### src/sv/pehq_ram.sv
// ============================================================================
// pehq_ram
// simple dual-port memory, one write and one registered read per cycle
// ============================================================================
module pehq_ram #(
    parameter int WIDTH = 8,
    parameter int DEPTH = 64,
    parameter int AW    = 6
) (
    input  logic             clk,
    input  logic             we,
    input  logic [AW-1:0]    waddr,
    input  logic [WIDTH-1:0] wdata,
    input  logic [AW-1:0]    raddr,
    output logic [WIDTH-1:0] rdata
);

    logic [WIDTH-1:0] mem [DEPTH];
    logic [WIDTH-1:0] rdata_reg;

    always_ff @(posedge clk)
    begin
        if (we)
        begin
            mem[waddr] <= wdata;
        end
    end

    always_ff @(posedge clk)
    begin
        rdata_reg <= mem[raddr];
    end

    assign rdata = rdata_reg;

endmodule

### config.mk
export PLATFORM = sky130hd
export DESIGN_NAME = pehq_ram
export DESIGN_NICKNAME = d
export VERILOG_FILES = /design/src/sv/pehq_ram.sv
export SDC_FILE = /design/constraint.sdc
export NUM_CORES = 1
export LEC_CHECK = 0
export BUFFER_PORTS_ARGS = -buffer_cell sky130_fd_sc_hd__buf_2
export CAP_MARGIN = 15
export CORE_MARGIN = 8
export CORE_UTILIZATION = 30
export CTS_CLUSTER_SIZE = 25
export DETAILED_ROUTE_END_ITERATION = 6
export GPL_TIMING_DRIVEN = 0
export SLEW_MARGIN = 0
export SYNTH_ARGS = -nofsm -noshare
export SYNTH_HDL_FRONTEND = slang
export SYNTH_SLANG_ARGS = --single-unit
export TNS_END_PERCENT = 5
### constraint.sdc
create_clock -name clk -period 2.7 [get_ports clk]
set_input_delay 0.54 -clock clk [delete_from_list [all_inputs] [get_ports clk]]
set_output_delay 0.54 -clock clk [all_outputs]
set_load 0.03 [all_outputs]
==> flow_metrics.py <==
metrics = {
    "final_layout": {
        "fin_cells": 1939,
        "drive_gt1_share_pct": 26.1,
        "syn2layout_area_growth_pct": 14.9,
        "largest_reg_flops": 512,
        "final_nets": 1046,
    },
    "hold_path": {
        "hold_path_class": "input port to flop",
        "min_to": "mem[17][3]",
        "hp-start": "wdata[3]",
        "hold_path_depth": 1,
    },
    "sta": {
        "layout_min_cycle_time_ns": 2.68,
        "worst_pin_slew_ns": 1.03,
        "fin_skew_ns": 0.0129,
        "relSlewSlack_pct": 31.3,
        "final_hold_viol_count": 0,
        "max_freq_mhz": 373,
        "tns_ns": 0,
        "setup-violations-final": 0,
        "report.final.slew_viol_count": 0,
        "rsz0062_at_grt": "false",
        "post-route-period-util_pct": 99.2,
    },
    "floorplanning": {
        "core_sq_mm": 0.0669,
        "die_y_microns": 275,
        "io_pins": 30,
        "dieArea_sq_mm": 0.0758,
        "initial_core_util_pct": 30.1,
        "rows": 95,
        "fp.dieW_microns": 275,
    },
    "power_and_ir_drop": {
        "p_leak_nw": 7.09,
        "swShare_pct": 21.6,
        "combPwrFrac_pct": 5.7,
        "power.density_mw_per_mm2": 721,
        "power.switching_w": 0.00361,
        "power_frac_seq_pct": 53.6,
        "peakVddDrop_mv": 0.399,
        "power_w": 0.0167,
        "internal_power_w": 0.0131,
        "p_clk_share_pct": 40.7,
    },
    "placement": {
        "dp.final_hpwl_microns": 31300,
        "dp.cells": 1836,
        "routabilityCongestion": 0.836,
        "io_buffers": 21,
    },
    "synthesis": {
        "synth_top_area_share_pct": 76.2,
        "synth-seq-area-share_pct": 77.0,
        "yosys.area.top_type": "edfxtp_1",
        "yosysMostFrequentCell": "edfxtp_1",
        "yosysWarnings": 0,
        "syn_nets": 962,
        "synth_async_sr_flop_share_pct": 0,
        "synth_edf_count": 512,
        "synth_area_leaders": "edfxtp_1 76%, mux4_2 14%, nor2_1 1.5%",
        "avgSynthCellArea_sq_um": 21.5,
        "ys.flop_type": "edfxtp_1",
        "synth.distinct_cells": 40,
        "ys_ff_latch": 520,
        "synthesis.area_sq_mm": 0.0202,
        "synth_cells": 940,
        "synth_commonest_cells": "512 x edfxtp_1, 126 x mux4_2, 83 x nor2_1",
    },
    "job": {
        "cap_violations": 0,
    },
    "detailed_routing": {
        "dr.pass1.iters": 5,
        "routed-via-count": 9870,
        "drc": 0,
        "first_iter_violations": 1125,
        "wire_per_inst_microns": 25.5,
        "viasPerCell": 5.09,
        "antenna_left": 0,
        "finalWirelength_microns": 49400,
    },
    "critical_path": {
        "crit_type": "input port to flop",
        "r2r_slack_ns": 0.29,
        "cp-end-kind": "flop",
        "critPathLaunchType": "input port",
        "rr_startpoint": "mem[3][3]",
        "arrival_ns": 3.19,
        "cp_max_fo": 10,
        "reg2regPathDepth": 4,
        "cp_data_required_time_ns": 3.21,
        "worstReg2RegEnd": "rdata[3]",
    },
    "global_route": {
        "gr-total-overflow": 0,
        "first_global_vias": 10000,
        "antenna_found_initial": 5,
        "grt_pass1_wl_microns": 71000,
        "grt_usage_pct": 13.0,
        "grt_max_degree": 65,
    },
    "clocking": {
        "cts_buffer_depth": 3,
        "numCtsBuffers": 51,
        "clock_sinks": 520,
        "cts_max_level": 2,
        "path_clk_slew_ns": 0.06,
        "cts_root_buf": "clkbuf_16",
        "ctsResizeCount": 4,
        "cts_tree": "yes",
        "clk_latency_ns": 0.60,
        "cts_setup_buffers": 0,
        "ctsHoldBuffers": 0,
    },
    "status": {
        "status": "complete, no violations",
    },
}
==> metal layers <==
metal  part of all wire [%]  GRT usage [%]
met1                     41           17.6
met2                     47           20.1
met3                    8.8           3.55
met4                    2.8           4.35
met5                  0.042              0
==> worst max-delay path, stage by stage <==
cell      delay (ns)
buf_2           0.18
buf_2           0.36
buf_1           0.67
clkbuf_1        0.53
o221ai_1        0.22
o21ai_0         0.24
o311ai_1        0.23
nand2_1         0.22
==> power groups by stage <==
stage	registers, W	logic, W	clock network [W]
2_1_floorplan	0.00915	0.000476	0
3_3_place_gp	0.00912	0.000904	0
3_5_place_dp	0.00913	0.000922	0
4_1_cts	0.00895	0.000928	0.00688
5_1_grt	0.00895	0.00101	0.00717
6_report	0.00895	0.000959	0.00680
==> layout make-up <==
type	count	area, sq um
Sequential cell	520	15500
Tap cell	873	1090
Clock buffer	67	1440
Buffer	51	325
Fill cell	6185	43800
Clock inverter	26	143
Timing Repair Buffer	31	288
Antenna cell	2	5.00
Multi-Input combinational cell	369	4340
==> worst max-delay path by stage <==
| stage | start | cells after the start | slack [ns] | end |
|---|---|---|---|---|
| after global placement | raddr[2] | 7 | -0.78 | rdata[3] |
| after detailed placement | raddr[2] | 7 | -0.79 | rdata[3] |
| after CTS | raddr[2] | 8 | 0.1 | rdata[7] |
| final | raddr[2] | 8 | 0.02 | rdata[7] |
| after global routing | raddr[1] | 8 | 0.01 | rdata[4] |
| after floorplan | raddr[1] | 7 | 0.49 | rdata[3] |
==> through the flow <==
step / util, % / hold WS [ns] / area, sq um / worst slack, ns
finish: 34.6 / 0.352 / 23200 / 0.0208
global route: 34.6 / 0.352 / 23200 / 0.0147
CTS: 34.3 / 0.377 / 23000 / 0.0998
detailed placement: 31.9 / 0.981 / 21400 / -0.792
global placement: 31.9 / 0.981 / 21400 / -0.783
floorplan: - / 0.639 / 20200 / 0.492
==> cell usage in the layout (no fill, tap or decap), drive strengths merged, types with 2 or more instances in the layout <==
| master | n |
|---|---|
| o221a | 2 |
| a22oi | 3 |
| a21oi | 3 |
| nor3 | 7 |
| nand4 | 2 |
| o221ai | 8 |
| o32ai | 2 |
| nor2 | 83 |
| o2111ai | 3 |
| buf | 64 |
| nor4 | 2 |
| nand3 | 13 |
| clkbuf | 84 |
| diode | 2 |
| clkinv | 24 |
| nand2 | 19 |
| o22ai | 8 |
| o21ai | 4 |
| mux2i | 23 |
| a2111oi | 2 |
| a221oi | 6 |
| o2bb2ai | 3 |
| mux4 | 126 |
| edfxtp | 512 |
| nand3b | 3 |
| nand2b | 7 |
| nor2b | 14 |
| dfxtp | 8 |
| o21a | 2 |
| a211oi | 4 |
| mux2 | 13 |
| o41ai | 2 |
==> cell families after synthesis <==
group                  Yosys count  synth area share, %
AND/OR/NAND/NOR                153                 3.39
flip-flops                     520                 77.0
buffers and inverters           51                 1.57
multiplexers                   162                 15.9
AO/OA/AOI/OAI                   54                 2.07
(Power assumes the default switching activity.)
